==> src/hw/rtl/rad_pkg.sv <==
// ============================================================================
// Resource archive directory check package
// Shared constants, verdict codes and byte helpers for the directory checker.
// ============================================================================
`default_nettype none

package rad_pkg;

	localparam int unsigned HdrLen   = 6;
	localparam int unsigned RecLen   = 21;
	localparam int unsigned NameLen  = 13;
	localparam int unsigned MinTotal = HdrLen + RecLen;

	typedef enum logic [3:0] {
		ST_OK         = 4'd0,
		ST_TOO_SMALL  = 4'd1,
		ST_MAGIC      = 4'd2,
		ST_COUNT      = 4'd3,
		ST_DIR_RANGE  = 4'd4,
		ST_NEGATIVE   = 4'd5,
		ST_NAME       = 4'd6,
		ST_FIRST_OFS  = 4'd7,
		ST_OFS_LOW    = 4'd8,
		ST_MEMBER_RNG = 4'd9
	} status_t;

	function automatic logic [7:0] magic_byte(input logic [1:0] idx);
		logic [7:0] m;
		case (idx)
			2'd0: m = 8'h4b;
			2'd1: m = 8'h52;
			2'd2: m = 8'h4d;
			2'd3: m = 8'h4c;
			default: m = 8'h00;
		endcase
		return m;
	endfunction

	function automatic logic char_ok(input logic [7:0] c);
		logic ok;
		ok = (c >= 8'h20) && (c <= 8'h7e);
		if (c inside {8'h22, 8'h2a, 8'h3c, 8'h3e, 8'h3f, 8'h7c, 8'h3a, 8'h5c, 8'h2f})
			ok = 1'b0;
		return ok;
	endfunction

	function automatic logic [20:0] times_rec_len(input logic [15:0] n);
		logic [20:0] w;
		w = {5'd0, n};
		return (w << 4) + (w << 2) + w;
	endfunction

endpackage

`default_nettype wire

==> src/hw/rtl/resource_archive_directory_check.sv <==
// ============================================================================
// Resource archive directory check
// Checks the header and directory records of a resource archive one byte per
// beat and delivers a single verdict with the archive size.
// ============================================================================
//  channel   | handshake                 | payload
//  ----------+---------------------------+---------------------------------------
//  byte      | byte_valid, byte_stall    | data_byte, start_of_file
//  verdict   | verdict_valid,verdict_stall| status, archive_size, member_count,
//            |                           | directory_bytes
//  config    | cfg_write_en              | cfg_write_data
//
// One byte is taken per cycle while byte_stall is low. A byte is registered at
// acceptance and judged from the input register, and its verdict is registered.
// Reset clears all control state; no verdict is pending after reset.
// A stalled verdict holds the next byte in the input register, and the byte
// channel stalls only while both registers are occupied.
`default_nettype none

module resource_archive_directory_check (
	input  wire logic        clk,
	input  wire logic        arst_n,
	input  wire logic        cfg_write_en,
	input  wire logic [31:0] cfg_write_data,
	input  wire logic        byte_valid,
	output logic             byte_stall,
	input  wire logic [7:0]  data_byte,
	input  wire logic        start_of_file,
	output logic             verdict_valid,
	input  wire logic        verdict_stall,
	output logic [3:0]       status,
	output logic [31:0]      archive_size,
	output logic [15:0]      member_count,
	output logic [20:0]      directory_bytes
);

	typedef enum logic [1:0] {
		PH_IDLE   = 2'd0,
		PH_HEADER = 2'd1,
		PH_DIR    = 2'd2,
		PH_DONE   = 2'd3
	} phase_t;

	logic [31:0] total_q;

	logic        valid_s1;
	logic [7:0]  byte_s1;
	logic        start_s1;
	logic        advance;
	logic        take;

	phase_t      phase_q, phase_n;
	logic [4:0]  pos_q, pos_n;
	logic [15:0] rec_q, rec_n;
	logic [15:0] count_q, count_n;
	logic [20:0] das_q, das_n;
	logic [31:0] ofs_q, ofs_n;
	logic [31:0] size_q, size_n;
	logic [3:0]  name_len_q, name_len_n;
	logic        name_end_q, name_end_n;
	logic        name_bad_q, name_bad_n;
	logic [31:0] largest_q, largest_n;

	logic              fire;
	rad_pkg::status_t  res_st;
	logic              work;
	logic [15:0]       cnt_v;
	logic [20:0]       dir_end;
	logic [1:0]        lane;
	logic [31:0]       mem_end;

	assign advance    = !verdict_valid || !verdict_stall;
	assign byte_stall = valid_s1 && !advance;
	assign take       = byte_valid && !byte_stall;

	always_ff @(posedge clk or negedge arst_n) begin
		if (!arst_n) begin
			total_q <= '0;
		end else if (cfg_write_en) begin
			total_q <= cfg_write_data;
		end
	end

	always_ff @(posedge clk or negedge arst_n) begin
		if (!arst_n) begin
			valid_s1 <= 1'b0;
		end else if (take) begin
			valid_s1 <= 1'b1;
		end else if (advance) begin
			valid_s1 <= 1'b0;
		end
	end

	always_ff @(posedge clk) begin
		if (take) begin
			byte_s1  <= data_byte;
			start_s1 <= start_of_file;
		end
	end

	always_comb begin
		phase_n    = phase_q;
		pos_n      = pos_q;
		rec_n      = rec_q;
		count_n    = count_q;
		das_n      = das_q;
		ofs_n      = ofs_q;
		size_n     = size_q;
		name_len_n = name_len_q;
		name_end_n = name_end_q;
		name_bad_n = name_bad_q;
		largest_n  = largest_q;
		fire       = 1'b0;
		res_st     = rad_pkg::ST_OK;
		work       = 1'b0;
		cnt_v      = '0;
		dir_end    = '0;
		lane       = '0;
		mem_end    = '0;

		if (start_s1) begin
			phase_n    = PH_HEADER;
			pos_n      = '0;
			rec_n      = '0;
			count_n    = '0;
			das_n      = '0;
			largest_n  = '0;
			ofs_n      = '0;
			size_n     = '0;
			name_len_n = '0;
			name_end_n = 1'b0;
			name_bad_n = 1'b0;
			work       = 1'b1;
			if (total_q < 32'(rad_pkg::MinTotal)) begin
				fire   = 1'b1;
				res_st = rad_pkg::ST_TOO_SMALL;
			end
		end else if (phase_q == PH_HEADER || phase_q == PH_DIR) begin
			work = 1'b1;
		end

		if (work && !fire) begin
			case (phase_n)
				PH_HEADER: begin
					if (pos_n < 5'd4) begin
						if (byte_s1 != rad_pkg::magic_byte(pos_n[1:0])) begin
							fire   = 1'b1;
							res_st = rad_pkg::ST_MAGIC;
						end else begin
							pos_n = pos_n + 5'd1;
						end
					end else if (pos_n == 5'd4) begin
						count_n = {8'd0, byte_s1};
						pos_n   = 5'd5;
					end else begin
						cnt_v   = {byte_s1, count_n[7:0]};
						count_n = cnt_v;
						dir_end = rad_pkg::times_rec_len(cnt_v) + 21'(rad_pkg::HdrLen);
						if (cnt_v == '0) begin
							fire   = 1'b1;
							res_st = rad_pkg::ST_COUNT;
						end else if ({11'd0, dir_end} > total_q) begin
							fire   = 1'b1;
							res_st = rad_pkg::ST_DIR_RANGE;
						end else begin
							das_n      = dir_end;
							largest_n  = {11'd0, dir_end};
							phase_n    = PH_DIR;
							rec_n      = '0;
							pos_n      = '0;
							ofs_n      = '0;
							size_n     = '0;
							name_len_n = '0;
							name_end_n = 1'b0;
							name_bad_n = 1'b0;
						end
					end
				end
				PH_DIR: begin
					if (pos_n < 5'(rad_pkg::NameLen)) begin
						if (!name_end_n) begin
							if (pos_n == 5'(rad_pkg::NameLen - 1) || byte_s1 == 8'd0) begin
								name_end_n = 1'b1;
								if (name_len_n == '0) begin
									name_bad_n = 1'b1;
								end
							end else begin
								if (!rad_pkg::char_ok(byte_s1)) begin
									name_bad_n = 1'b1;
								end
								name_len_n = name_len_n + 4'd1;
							end
						end
					end else if (pos_n < 5'd17) begin
						lane = 2'(pos_n - 5'd13);
						ofs_n[8*lane +: 8] = byte_s1;
					end else begin
						lane = 2'(pos_n - 5'd17);
						size_n[8*lane +: 8] = byte_s1;
					end

					if (pos_n != 5'(rad_pkg::RecLen - 1)) begin
						pos_n = pos_n + 5'd1;
					end else begin
						mem_end = ofs_n + size_n;
						if (ofs_n[31] || size_n[31]) begin
							fire   = 1'b1;
							res_st = rad_pkg::ST_NEGATIVE;
						end else if (name_bad_n) begin
							fire   = 1'b1;
							res_st = rad_pkg::ST_NAME;
						end else if (rec_n == '0 && ofs_n != {11'd0, das_n}) begin
							fire   = 1'b1;
							res_st = rad_pkg::ST_FIRST_OFS;
						end else if (rec_n != '0 && ofs_n < {11'd0, das_n}) begin
							fire   = 1'b1;
							res_st = rad_pkg::ST_OFS_LOW;
						end else if (ofs_n > total_q || size_n > (total_q - ofs_n)) begin
							fire   = 1'b1;
							res_st = rad_pkg::ST_MEMBER_RNG;
						end else begin
							if (mem_end > largest_n) begin
								largest_n = mem_end;
							end
							rec_n      = rec_n + 16'd1;
							pos_n      = '0;
							ofs_n      = '0;
							size_n     = '0;
							name_len_n = '0;
							name_end_n = 1'b0;
							name_bad_n = 1'b0;
							if (rec_n >= count_n) begin
								fire   = 1'b1;
								res_st = rad_pkg::ST_OK;
							end
						end
					end
				end
				default: begin
					fire = 1'b0;
				end
			endcase
		end

		if (fire) begin
			phase_n = PH_DONE;
		end
	end

	always_ff @(posedge clk or negedge arst_n) begin
		if (!arst_n) begin
			phase_q    <= PH_IDLE;
			pos_q      <= '0;
			rec_q      <= '0;
			count_q    <= '0;
			das_q      <= '0;
			ofs_q      <= '0;
			size_q     <= '0;
			name_len_q <= '0;
			name_end_q <= 1'b0;
			name_bad_q <= 1'b0;
			largest_q  <= '0;
		end else if (valid_s1 && advance) begin
			phase_q    <= phase_n;
			pos_q      <= pos_n;
			rec_q      <= rec_n;
			count_q    <= count_n;
			das_q      <= das_n;
			ofs_q      <= ofs_n;
			size_q     <= size_n;
			name_len_q <= name_len_n;
			name_end_q <= name_end_n;
			name_bad_q <= name_bad_n;
			largest_q  <= largest_n;
		end
	end

	always_ff @(posedge clk or negedge arst_n) begin
		if (!arst_n) begin
			verdict_valid <= 1'b0;
		end else if (valid_s1 && advance && fire) begin
			verdict_valid <= 1'b1;
		end else if (!verdict_stall) begin
			verdict_valid <= 1'b0;
		end
	end

	always_ff @(posedge clk) begin
		if (valid_s1 && advance && fire) begin
			status          <= res_st;
			archive_size    <= (res_st == rad_pkg::ST_OK) ? largest_n : 32'd0;
			member_count    <= count_n;
			directory_bytes <= rad_pkg::times_rec_len(count_n);
		end
	end

`ifndef SYNTHESIS
	a_size_zero_on_error: assert property (@(posedge clk) disable iff (!arst_n)
		verdict_valid && status != rad_pkg::ST_OK |-> archive_size == 32'd0)
		else $error("archive size not zero on a failing verdict");

	a_size_covers_dir: assert property (@(posedge clk) disable iff (!arst_n)
		verdict_valid && status == rad_pkg::ST_OK
		|-> archive_size >= {11'd0, directory_bytes} + 32'd6)
		else $error("archive size below directory end");

	a_dir_count: assert property (@(posedge clk) disable iff (!arst_n)
		phase_q == PH_DIR |-> count_q != '0 && rec_q < count_q)
		else $error("directory walk with bad record count");

	a_dir_pos: assert property (@(posedge clk) disable iff (!arst_n)
		phase_q == PH_DIR |-> pos_q < 5'(rad_pkg::RecLen))
		else $error("record byte position out of range");

	a_stall_hold: assert property (@(posedge clk) disable iff (!arst_n)
		byte_stall |-> valid_s1 && verdict_valid)
		else $error("byte channel stalled without a full pipeline");
`endif

endmodule

`default_nettype wire

==> config.mk <==
export PLATFORM = sky130hd
export DESIGN_NAME = resource_archive_directory_check
export DESIGN_NICKNAME = d
export VERILOG_FILES = /design/src/hw/rtl/rad_pkg.sv /design/src/hw/rtl/resource_archive_directory_check.sv
export SDC_FILE = /design/constraint.sdc
export NUM_CORES = 1
export LEC_CHECK = 0
export BUFFER_PORTS_ARGS = -buffer_cell sky130_fd_sc_hd__buf_2
export CAP_MARGIN = 20
export CORE_UTILIZATION = 60
export DETAILED_ROUTE_END_ITERATION = 8
export PLACE_DENSITY = 0.79
export RECOVER_POWER = 25
export SETUP_SLACK_MARGIN = 0.5
export SLEW_MARGIN = 5
export SYNTH_ARGS = -nofsm -noshare
export SYNTH_HDL_FRONTEND = slang
export SYNTH_SLANG_ARGS = --single-unit
==> constraint.sdc <==
create_clock -name clk -period 18.6 [get_ports clk]
set_input_delay 2.79 -clock clk [delete_from_list [all_inputs] [get_ports clk]]
set_output_delay 2.79 -clock clk [all_outputs]
set_load 0.01 [all_outputs]
Word level (Yosys, flattened, before mapping)
Index checks and enable logic that the tools add are counted.
Cells by class
  add/sub/neg operators: 14
  order comparisons: 12
  equality and inequality tests: 22
  shifts and indexed selects: 4
  mux-type cells: 194
  reduce and logical (&&, ||, !) cells: 27
Operators with widths (count)
  $mux 32: 45
  $mux 16: 17
  $pmux 32 s2: 3
  $mux 21: 7
  $mux 4: 28
  $gt 32x32->1: 3
  $neg 5->34: 2
  $shift 8x34->32 const A: 2
  $shiftx 8x34->32: 2
  $mux 5: 13
  $bwmux 32: 2
  $mux 1: 60
  $eq 8x6->1 const B: 7
  $add 20x18->21: 2
  $add 21x16->21: 2
  $add 32x32->32: 1
  $gt 21x32->1: 1
  $logic_not 16->1: 2
  $lt 32x21->1: 1
  $lt 32x5->1 const B: 1
  $ne 32x21->1: 1
  $pmux 16 s2: 1
  $pmux 8 s4: 1
  $sub 32x32->32: 1
  other kinds (33): 68
Word-level totals
  bits in registers: 278
  input bits: 46
  output and inout port bits: 75
  logic and storage cells: 293

Depth between registers and ports, before layout
Gate-level depths: netlist of run 1.
  depth after elaboration: 22
  mapped depth: 36
  mapped depth without buffers: 30

Worst setup path before layout of run 1
Ideal clock, no wire load.
  kind: register to register
  from: reg start_s1
  to: reg archive_size[0], enable pin
  library setup time: 0.425 ns
  data arrival time: 8.041 ns
  required time: 18.175 ns
  slack: 10.134 ns
  cell stages (with the launch flop): 33
  path buffers: 5
  period minus slack after synthesis: 8.466 ns
  path through: edfxtp_1 > buf_2 > nor2b_2 > ha_1 > clkbuf_1 > and2_1 > clkbuf_1 > clkbuf_1 > a31o_2 > inv_1 > ha_1 > nor2b_1 > o2111a_1 > o21ai_0 > a21oi_1 > o41ai_1 > o31ai_1 > a41o_1 > a21o_1 > a21oi_1 > xor2_1 > ha_1 > and4_1 > a21boi_0 > nor3_1 > a32o_1 > a21oi_1 > a22o_1 > or3_1 > buf_6 > o21ai_0 > a31o_2 > inv_1
Between the ends
  word-level cells in the longest chain between the ends: 21
  elaborated cells between the ends (all ways): 91
  those cells by class: add/sub (9); order compare (8); eq/ne (10); shift (4); mux (47); reduce/logical (13)
RTL lines
  start: declaration: line resource_archive_directory_check.sv:48  | logic start_s1;
  start signal: assignment: line resource_archive_directory_check.sv:97  | start_s1 <= start_of_file;
  $mux 5: line resource_archive_directory_check.sv:121  | if (start_s1) begin
  $sub 2x1->2: line resource_archive_directory_check.sv:195, resource_archive_directory_check.sv:198
  $neg 5->34: line resource_archive_directory_check.sv:196, resource_archive_directory_check.sv:199
  $shiftx 8x34->32 / $shift 8x34->32 (equally long branches): line resource_archive_directory_check.sv:196, resource_archive_directory_check.sv:199
  $bwmux 32: line resource_archive_directory_check.sv:196  | ofs_n[8*lane +: 8] = byte_s1;
  $mux 32: line resource_archive_directory_check.sv:194  | end else if (pos_n < 5'd17) begin
  $mux 32: line resource_archive_directory_check.sv:180  | if (pos_n < 5'(rad_pkg::NameLen)) begin
  $mux 32: line resource_archive_directory_check.sv:143  | case (phase_n)
  [... 5 more ...]
  $mux 1: line resource_archive_directory_check.sv:215  | end else if (rec_n != '0 && ofs_n < {11'd0, das_n}) begin
  $mux 1: line resource_archive_directory_check.sv:212  | end else if (rec_n == '0 && ofs_n != {11'd0, das_n}) begin
  $mux 1: line resource_archive_directory_check.sv:209  | end else if (name_bad_n) begin
  $mux 1: line resource_archive_directory_check.sv:206  | if (ofs_n[31] || size_n[31]) begin
  $mux 1: line resource_archive_directory_check.sv:202  | if (pos_n != 5'(rad_pkg::RecLen - 1)) begin
  $pmux 1 s2: line resource_archive_directory_check.sv:143
  $mux 1 *: line resource_archive_directory_check.sv:142  | if (work && !fire) begin
  $logic_and 1x1->1 *: line resource_archive_directory_check.sv:289  | if (valid_s1 && advance && fire) begin
  end signal: assignment: line resource_archive_directory_check.sv:291  | archive_size <= (res_st == rad_pkg::ST_OK) ? largest_n : 32'd0;
  end: declaration: line resource_archive_directory_check.sv:32  | output logic [31:0] archive_size,
Mark *: on every way between the ends. The rest lies on a longest branch, timed or not. The select of a mux whose other input is x is not followed.
A chain may end at the register's enable or synchronous reset.

Worst setup path after layout of run 1
  from: reg start_s1
  to: reg archive_size[5], enable pin
The elaborated chain is that of the path after synthesis.

==> Flow_metrics.wiki, run 1 <==
{| class="wikitable"
! Metric !! Value
|-
| Setup Viol. Count Final || 0
|-
| Setup crit end || archive_size[5]$_SDFFCE_PP0P_
|-
| Remaining design rule violation count || 0
|-
| Leakage dissipation || 11.0 nW
|-
| Cell types occupying the most area after synthesis || sky130_fd_sc_hd__dfrtp_1, sky130_fd_sc_hd__ha_1, sky130_fd_sc_hd__edfxtp_1
|-
| # H-tree levels || 2
|-
| Status || complete, but fails checks
|-
| Netlist Area Pre-Place || 0.0212 sq mm
|-
| Post-CTS setup buffers || 0
|-
| Setup crit end kind || register
|-
| Adder and majority gate portion of the synthesized area || 0.168
|-
| Total area of multi-input combinational cells || 0.0130 sq mm
|-
| Net Count, Synth || 2638
|-
| Inserted Diodes || 0
|-
| Depth of the most critical reg-to-reg path || 31
|-
| Detailed Route WL || 67100 um
|-
| Top_reg_cell synth || sky130_fd_sc_hd__dfrtp_1
|-
| Endpoint arrival time on the critical path || 10.01 ns
|-
| Clock latency on the worst-skew pair || 0.54 ns
|-
| Required time worst endpoint || 18.76 ns
|-
| Min-Delay Path Class || register to register
|-
| Minimum clock period after layout || 9.85 ns
|-
| Number of cells on the critical path || 31
|-
| CP startpoint || start_s1$_DFFE_PP_
|-
| Number of placement rows || 68
|-
| CP max stage delay || 0.94 ns
|-
| Final Hold Fails || 0
|-
| Failing checks || max-capacitance violations, max-slew violations
|-
| Post-synth top area share || 0.231
|-
| Sum of negative setup slack || 0 ns
|-
| Pin count of the biggest net entering global routing || 79
|-
| Relative slew slack || -2.02
|-
| Vias per std cell || 6.67
|-
| Area Growth Syn to Fin || 9.99%
|-
| Number of nets with antenna violations after detailed routing || 0
|-
| Xor and xnor area share after synthesis || 0.0421
|-
| Fmax || 102 MHz
|-
| Layout filler cell count || 2783
|-
| Area of the die || 0.0361 sq mm
|-
| Count of warnings emitted by yosys || 0
|-
| Switching fraction of total power || 0.344
|-
| Post-DR wirelength/cell || 23.2 um
|-
| Compound-cell area share of the yosys netlist || 0.234
|-
| Portion of total power attributed to combinational logic || 0.264
|-
| Die height || 190 um
|-
| Measured slew at the worst slew-check pin || 4.54 ns
|-
| Count of maximum capacitance violations || 3
|-
| Clock buffers created by TritonCTS || 34
|-
| Worst Path Buf+Inv || 6
|-
| Cell area after layout || 0.0234 sq mm
|-
| Quantity of hold-fixing buffers added after cts || 0
|-
| CP Max Fanout || 43
|-
| Post-detailed-placement cell area || 0.0222 sq mm
|-
| Critical R2R Launch || start_s1$_DFFE_PP_
|-
| Clock-pin slew reported for the worst setup and hold paths after clock tree synthesis || 0.06 ns
|-
| Power Density || 81.7 mW/mm^2
|-
| Most used cell along the critical path || sky130_fd_sc_hd__buf_4
|-
| Crit start category || register
|-
| Main combinational cell family by area after synthesis || compound AO/OA/AOI/OAI gates
|-
| Total power after layout || 1.91 mW
|-
| Sequential cell area || 0.00731 sq mm
|-
| Cell with the biggest individual delay on the critical path || sky130_fd_sc_hd__nor3_1
|-
| Commonest cells after routing, fill and taps aside || sky130_fd_sc_hd__nand2_1, sky130_fd_sc_hd__ha_1, sky130_fd_sc_hd__dfrtp_1
|-
| Setup repair after global routing missed its margin || false
|-
| Number of nets in the final layout || 2721
|-
| Fraction of power consumed by sequential logic || 0.371
|-
| Clock tree from TritonCTS || yes
|-
| Cell type with the highest aggregate area in the netlist || sky130_fd_sc_hd__dfrtp_1
|-
| Count of vias placed by the detailed router || 19300
|-
| Detailed router's first-iteration violation count || 2356
|-
| Fraction of final layout cells with drive strength greater than 1 || 0.107
|-
| Worst-case register-to-register setup slack || 8.75 ns
|-
| Number of antenna violations at the first check in global routing || 0
|-
| Count of flip-flops with a built-in enable after synthesis || 80
|-
| Worst vdd rail ir drop || 0.0000711 V
|-
| Number of sinks on the clock net || 276
|-
| Final Cycle Share || 0.530
|-
| Simple-gate portion of the synthesized area || 0.151
|-
| Cell count after synthesis || 2324
|-
| Post-synthesis sequential element count || 276
|-
| Count of distinct cell types in the synthesized netlist || 85
|-
| Initial Util || 0.612
|-
| RePlAce Congestion || 0.991
|-
| Max Clock Skew || 0.0255 ns
|-
| Fraction of synthesis flops using an asynchronous set or reset pin || 0.710
|-
| Net Sw Power || 0.656 mW
|-
| Max-slew violation count || 184
|-
| Placeable core region || 0.0347 sq mm
|-
| Count of port buffers added during placement || 120
|-
| Number of global-route vias before repair || 18500
|-
| GR Overflow Total || 0
|-
| Crit Reg-Reg Endpoint || archive_size[5]$_SDFFCE_PP0P_
|-
| Gr usage total || 0.374
|-
| Family with the most delay on the worst path || compound AO/OA/AOI/OAI gates
|-
| Die W || 190 um
|-
| Global-route wire length before repair || 104000 um
|-
| Power share of the clock group || 0.365
|-
| Pre-Repair DR Iteration Count || 9
|-
| Cell Int Power || 1.25 mW
|-
| Multiplexer share of the synthesized area || 0.0137
|-
| CTS resizes || 0
|-
| Proportion of synthesized chip area in sequential cells || 0.344
|-
| Worst setup path category || register to register
|-
| Detailed placer's ending HPWL || 48800 um
|-
| Top-Level Pins || 121
|-
| Worst-case clock buffer depth || 3
|-
| Most common library cell in the layout ignoring fill and taps || sky130_fd_sc_hd__nand2_1
|-
| Mean instance size in the synthesized netlist || 9.14 sq um
|-
| Clk root buf || sky130_fd_sc_hd__clkbuf_16
|}
## registers in the layout, summed over array words and instances, names as in the netlist, 8 cells and up
signal	cells
ofs_q	32
size_q	32
count_q	16
das_q	21
member_count	16
total_q	32
byte_s1	8
directory_bytes	19
archive_size	32
rec_q	16
largest_q	32
## worst register-to-register path: cells and delay by family, from the launching register on
kind	cells	cell delay, ns
AOI/OAI and AO/OA	13	2.95
and+or+nand+nor	8	2.73
buffers and inverters	6	2.20
adders and majority gates	3	1.10
DFF	1	0.32
xor gates and xnor gates	1	0.15
## stage by stage
| step | setup slack [ns] | std cells | hold WS, ns | util |
|---|---|---|---|---|
| after global placement | 9.37 | 2824 | 0.456 | 0.640 |
| after floorplan | 10.13 | 2324 | 0.442 | - |
| final | 8.75 | 2888 | 0.474 | 0.673 |
| after global routing | 8.22 | 2888 | 0.494 | 0.673 |
| after detailed placement | 9.11 | 2824 | 0.464 | 0.640 |
| after CTS | 9.06 | 2886 | 0.477 | 0.673 |
## worst min path at each step
stage,start,cells past startpoint,to,slack [ns]
3_3_place_gp,ofs_q[15]$_DFFE_PN0P_,2,ofs_q[15]$_DFFE_PN0P_,0.46
5_1_grt,ofs_q[3]$_DFFE_PN0P_,2,ofs_q[3]$_DFFE_PN0P_,0.49
3_5_place_dp,ofs_q[3]$_DFFE_PN0P_,2,ofs_q[3]$_DFFE_PN0P_,0.46
2_1_floorplan,ofs_q[0]$_DFFE_PN0P_,2,ofs_q[0]$_DFFE_PN0P_,0.44
4_1_cts,ofs_q[3]$_DFFE_PN0P_,2,ofs_q[3]$_DFFE_PN0P_,0.48
6_report,ofs_q[3]$_DFFE_PN0P_,2,ofs_q[3]$_DFFE_PN0P_,0.47
## power groups by stage
stage / Combinational (mW) / Clock, mW / Sequential, mW
2_1_floorplan: 0.296 / 0 / 0.735
3_3_place_gp: 0.478 / 0 / 0.717
3_5_place_dp: 0.491 / 0 / 0.719
4_1_cts: 0.494 / 0.697 / 0.708
5_1_grt: 0.540 / 0.721 / 0.713
6_report: 0.504 / 0.696 / 0.708
## per-layer routing
layer	up-vias	GRT usage	wire, um
met4	0	0.179	3440
met5	-	0	0
li1	8775	-	-
met1	9240	0.500	27300
met3	186	0.0609	6220
met2	1073	0.591	30200
## area by class of cell
type                       count  share of cell area
sequential                   276               0.313
multi-input combinational   1799               0.555
inverter                     146              0.0235
clock inverter                16             0.00879
tap                          455              0.0244
timing repair buffer         150              0.0349
clock buffer                  46              0.0405
## synth_stat cells (all sizes together), types with 33 or more instances
| library cell | number |
|---|---|
| ha | 240 |
| nor2 | 125 |
| xor2 | 42 |
| dfrtp | 196 |
| o21ai | 171 |
| nand2 | 266 |
| inv | 146 |
| buf | 37 |
| nor3 | 41 |
| nand4 | 33 |
| a21o | 60 |
| a22oi | 44 |
| a22o | 93 |
| edfxtp | 80 |
| nand3 | 59 |
| clkbuf | 66 |
| xnor2 | 60 |
| a21oi | 150 |
## logic make-up (layout without fill, tap and decap cells)
family / Yosys count / in the layout
and+or+nand+nor: 668 / 668
AOI/OAI and AO/OA: 734 / 734
DFF: 276 / 276
muxes: 27 / 27
xor gates and xnor gates: 102 / 102
buffers and inverters: 249 / 358
adders and majority gates: 268 / 268
No activity file was read; power rests on OpenSTA's default activity.
==> inputs of run 2 (changes only) <==
--- a/config.mk
+++ b/config.mk
@@ -7,9 +7,9 @@
 export LEC_CHECK = 0
 export BUFFER_PORTS_ARGS = -buffer_cell sky130_fd_sc_hd__buf_2
 export CAP_MARGIN = 20
-export CORE_UTILIZATION = 60
+export CORE_UTILIZATION = 57
 export DETAILED_ROUTE_END_ITERATION = 8
-export PLACE_DENSITY = 0.79
+export PLACE_DENSITY = 0.78
 export RECOVER_POWER = 25
 export SETUP_SLACK_MARGIN = 0.5
 export SLEW_MARGIN = 5
==> constraint.sdc (replaced) <==
create_clock -name clk -period 8.6 [get_ports clk]
set_input_delay 1.29 -clock clk [delete_from_list [all_inputs] [get_ports clk]]
set_output_delay 1.29 -clock clk [all_outputs]
set_load 0.01 [all_outputs]
==> Flow_metrics.wiki, run 2 (synthesis results as in run 1) <==
{| class="wikitable"
! Metric !! Value
|-
| Setup crit end kind || register (unchanged)
|-
| Worst-case clock buffer depth || 3 (unchanged)
|-
| Pin count of the biggest net entering global routing || 81 (was 79)
|-
| Endpoint arrival time on the critical path || 8.13 ns (was 10.01 ns)
|-
| Required time worst endpoint || 8.93 ns (was 18.76 ns)
|-
| Worst vdd rail ir drop || 0.000163 V (was 0.0000711 V)
|-
| Cell area after layout || 0.0236 sq mm (was 0.0234 sq mm)
|-
| Cell with the biggest individual delay on the critical path || sky130_fd_sc_hd__a2111oi_1 (was sky130_fd_sc_hd__nor3_1)
|-
| Initial Util || 0.580 (was 0.612)
|-
| Max-slew violation count || 182 (was 184)
|-
| Fraction of final layout cells with drive strength greater than 1 || 0.123 (was 0.107)
|-
| Number of nets with antenna violations after detailed routing || 0 (unchanged)
|-
| Number of global-route vias before repair || 18300 (was 18500)
|-
| Commonest cells after routing, fill and taps aside || sky130_fd_sc_hd__nand2_1, sky130_fd_sc_hd__ha_1, sky130_fd_sc_hd__dfrtp_1 (unchanged)
|-
| Detailed placer's ending HPWL || 51000 um (was 48800 um)
|-
| CP Max Fanout || 57 (was 43)
|-
| Clk root buf || sky130_fd_sc_hd__clkbuf_16 (unchanged)
|-
| Sum of negative setup slack || 0 ns (unchanged)
|-
| Measured slew at the worst slew-check pin || 4.77 ns (was 4.54 ns)
|-
| RePlAce Congestion || 1.02 (was 0.991)
|-
| Leakage dissipation || 11.1 nW (was 11.0 nW)
|-
| Clock latency on the worst-skew pair || 0.60 ns (was 0.54 ns)
|-
| Pre-Repair DR Iteration Count || 7 (was 9)
|-
| Number of placement rows || 70 (was 68)
|-
| Area of the die || 0.0380 sq mm (was 0.0361 sq mm)
|-
| Final Hold Fails || 0 (unchanged)
|-
| CP max stage delay || 0.48 ns (was 0.94 ns)
|-
| Post-detailed-placement cell area || 0.0224 sq mm (was 0.0222 sq mm)
|-
| Final Cycle Share || 0.907 (was 0.530)
|-
| Top-Level Pins || 121 (unchanged)
|-
| Area Growth Syn to Fin || 11.0% (was 9.99%)
|-
| Total power after layout || 4.00 mW (was 1.91 mW)
|-
| Setup repair after global routing missed its margin || false (unchanged)
|-
| Die W || 195 um (was 190 um)
|-
| CP startpoint || start_s1$_DFFE_PP_ (unchanged)
|-
| Clock buffers created by TritonCTS || 31 (was 34)
|-
| Clock-pin slew reported for the worst setup and hold paths after clock tree synthesis || 0.06 ns (about the same)
|-
| Count of maximum capacitance violations || 3 (unchanged)
|-
| Max Clock Skew || 0.0114 ns (was 0.0255 ns)
|-
| Global-route wire length before repair || 104000 um (about the same)
|-
| Min Hold Slack || 0.478 ns (was 0.474 ns)
|-
| Most common library cell in the layout ignoring fill and taps || sky130_fd_sc_hd__nand2_1 (unchanged)
|-
| Min-Delay Path Class || register to register (unchanged)
|-
| Vias per std cell || 6.52 (was 6.67)
|-
| Crit start category || register (unchanged)
|-
| Detailed router's first-iteration violation count || 1910 (was 2356)
|-
| Status || complete, but fails checks (unchanged)
|-
| Non-filler cells in the finished layout || 2923 (was 2888)
|-
| Relative slew slack || -2.18 (was -2.02)
|-
| Clock tree from TritonCTS || yes (unchanged)
|-
| Launch point of the worst hold path || largest_q[21]$_DFFE_PN0P_ (was ofs_q[3]$_DFFE_PN0P_)
|-
| Fmax || 128 MHz (was 102 MHz)
|-
| Quantity of hold-fixing buffers added after cts || 0 (unchanged)
|-
| Count of vias placed by the detailed router || 19100 (was 19300)
|-
| # H-tree levels || 1 (was 2)
|-
| Placeable core region || 0.0366 sq mm (was 0.0347 sq mm)
|-
| Count of port buffers added during placement || 120 (unchanged)
|-
| Die height || 195 um (was 190 um)
|-
| Failing checks || max-capacitance violations, max-slew violations (unchanged)
|-
| Setup Viol. Count Final || 0 (unchanged)
|-
| Gr usage total || 0.353 (was 0.374)
|-
| Placed cell count || 2859 (was 2824)
|-
| Number of antenna violations at the first check in global routing || 0 (unchanged)
|-
| Power Density || 170 mW/mm^2 (was 81.7 mW/mm^2)
|-
| Post-DR wirelength/cell || 23.0 um (was 23.2 um)
|-
| Number of sinks on the clock net || 276 (unchanged)
|-
| Number of nets in the final layout || 2744 (was 2721)
|-
| GR Overflow Total || 0 (unchanged)
|-
| Critical R2R Launch || start_s1$_DFFE_PP_ (unchanged)
|-
| Remaining design rule violation count || 0 (unchanged)
|-
| Minimum clock period after layout || 7.80 ns (was 9.85 ns)
|-
| Detailed Route WL || 67100 um (about the same)
|-
| Worst setup path category || register to register (unchanged)
|}
-- run 2: report_power, final --
part           total, mW  internal (mW)  switching [mW]
sequential          1.55           1.48          0.0737
clock               1.36          0.776           0.582
combinational       1.09          0.349           0.742
total               4.00           2.60            1.40
-- run 2: layer usage --
| metal | GRT usage | wire, um | vias up |
|---|---|---|---|
| li1 | - | - | 8810 |
| met1 | 0.470 | 27800 | 9146 |
| met2 | 0.574 | 30700 | 916 |
| met3 | 0.0534 | 5410 | 180 |
| met4 | 0.155 | 3260 | 0 |
| met5 | 0 | 0 | - |
-- run 2: what timing repair did --
action,CTS,global route
pin swaps,0,1
buffers inserted,1,4
gates cloned,0,0
gates resized for setup,4,18
setup endpoints to repair,207,231
-- run 2: final timing paths --
path	end	slack [ns]	cells after the start
worst min-delay path	largest_q[21]$_DFFE_PN0P_	0.48	2
min in group asynchronous	total_q[22]$_DFFE_PN0P_	2.39	1
worst max register to register	member_count[2]$_DFFE_PP_	0.80	31
worst max-delay path	member_count[2]$_DFFE_PP_	0.80	31
max in group asynchronous	size_q[18]$_DFFE_PN0P_	2.25	2
worst min register to register	largest_q[21]$_DFFE_PN0P_	0.48	2
-- run 2: final cells by class --
cell class,count,area [sq um]
fillers,3060,13100
multi-input cells,1799,13000
flip-flops and latches,276,7310
repair buffers,176,1030
clock buffers,42,910
well taps,468,586
inverters,146,553
clock inverters,15,130
diodes,1,2.50
-- run 2: stage by stage --
step,setup slack (ns),utilization
6_report,0.801,0.644
2_1_floorplan,0.537,-
5_1_grt,0.488,0.643
3_5_place_dp,0.176,0.612
4_1_cts,0.486,0.641
3_3_place_gp,0.264,0.612
-- run 2: worst max-delay path, delay by kind of cell (launching register included) --
kind,cells,cell delay [ns]
muxes,1,0.13
xor gates and xnor gates,1,0.17
AOI/OAI and AO/OA,13,3.13
buffers and inverters,7,1.21
adders and majority gates,3,0.93
DFF,1,0.46
and+or+nand+nor,6,1.49
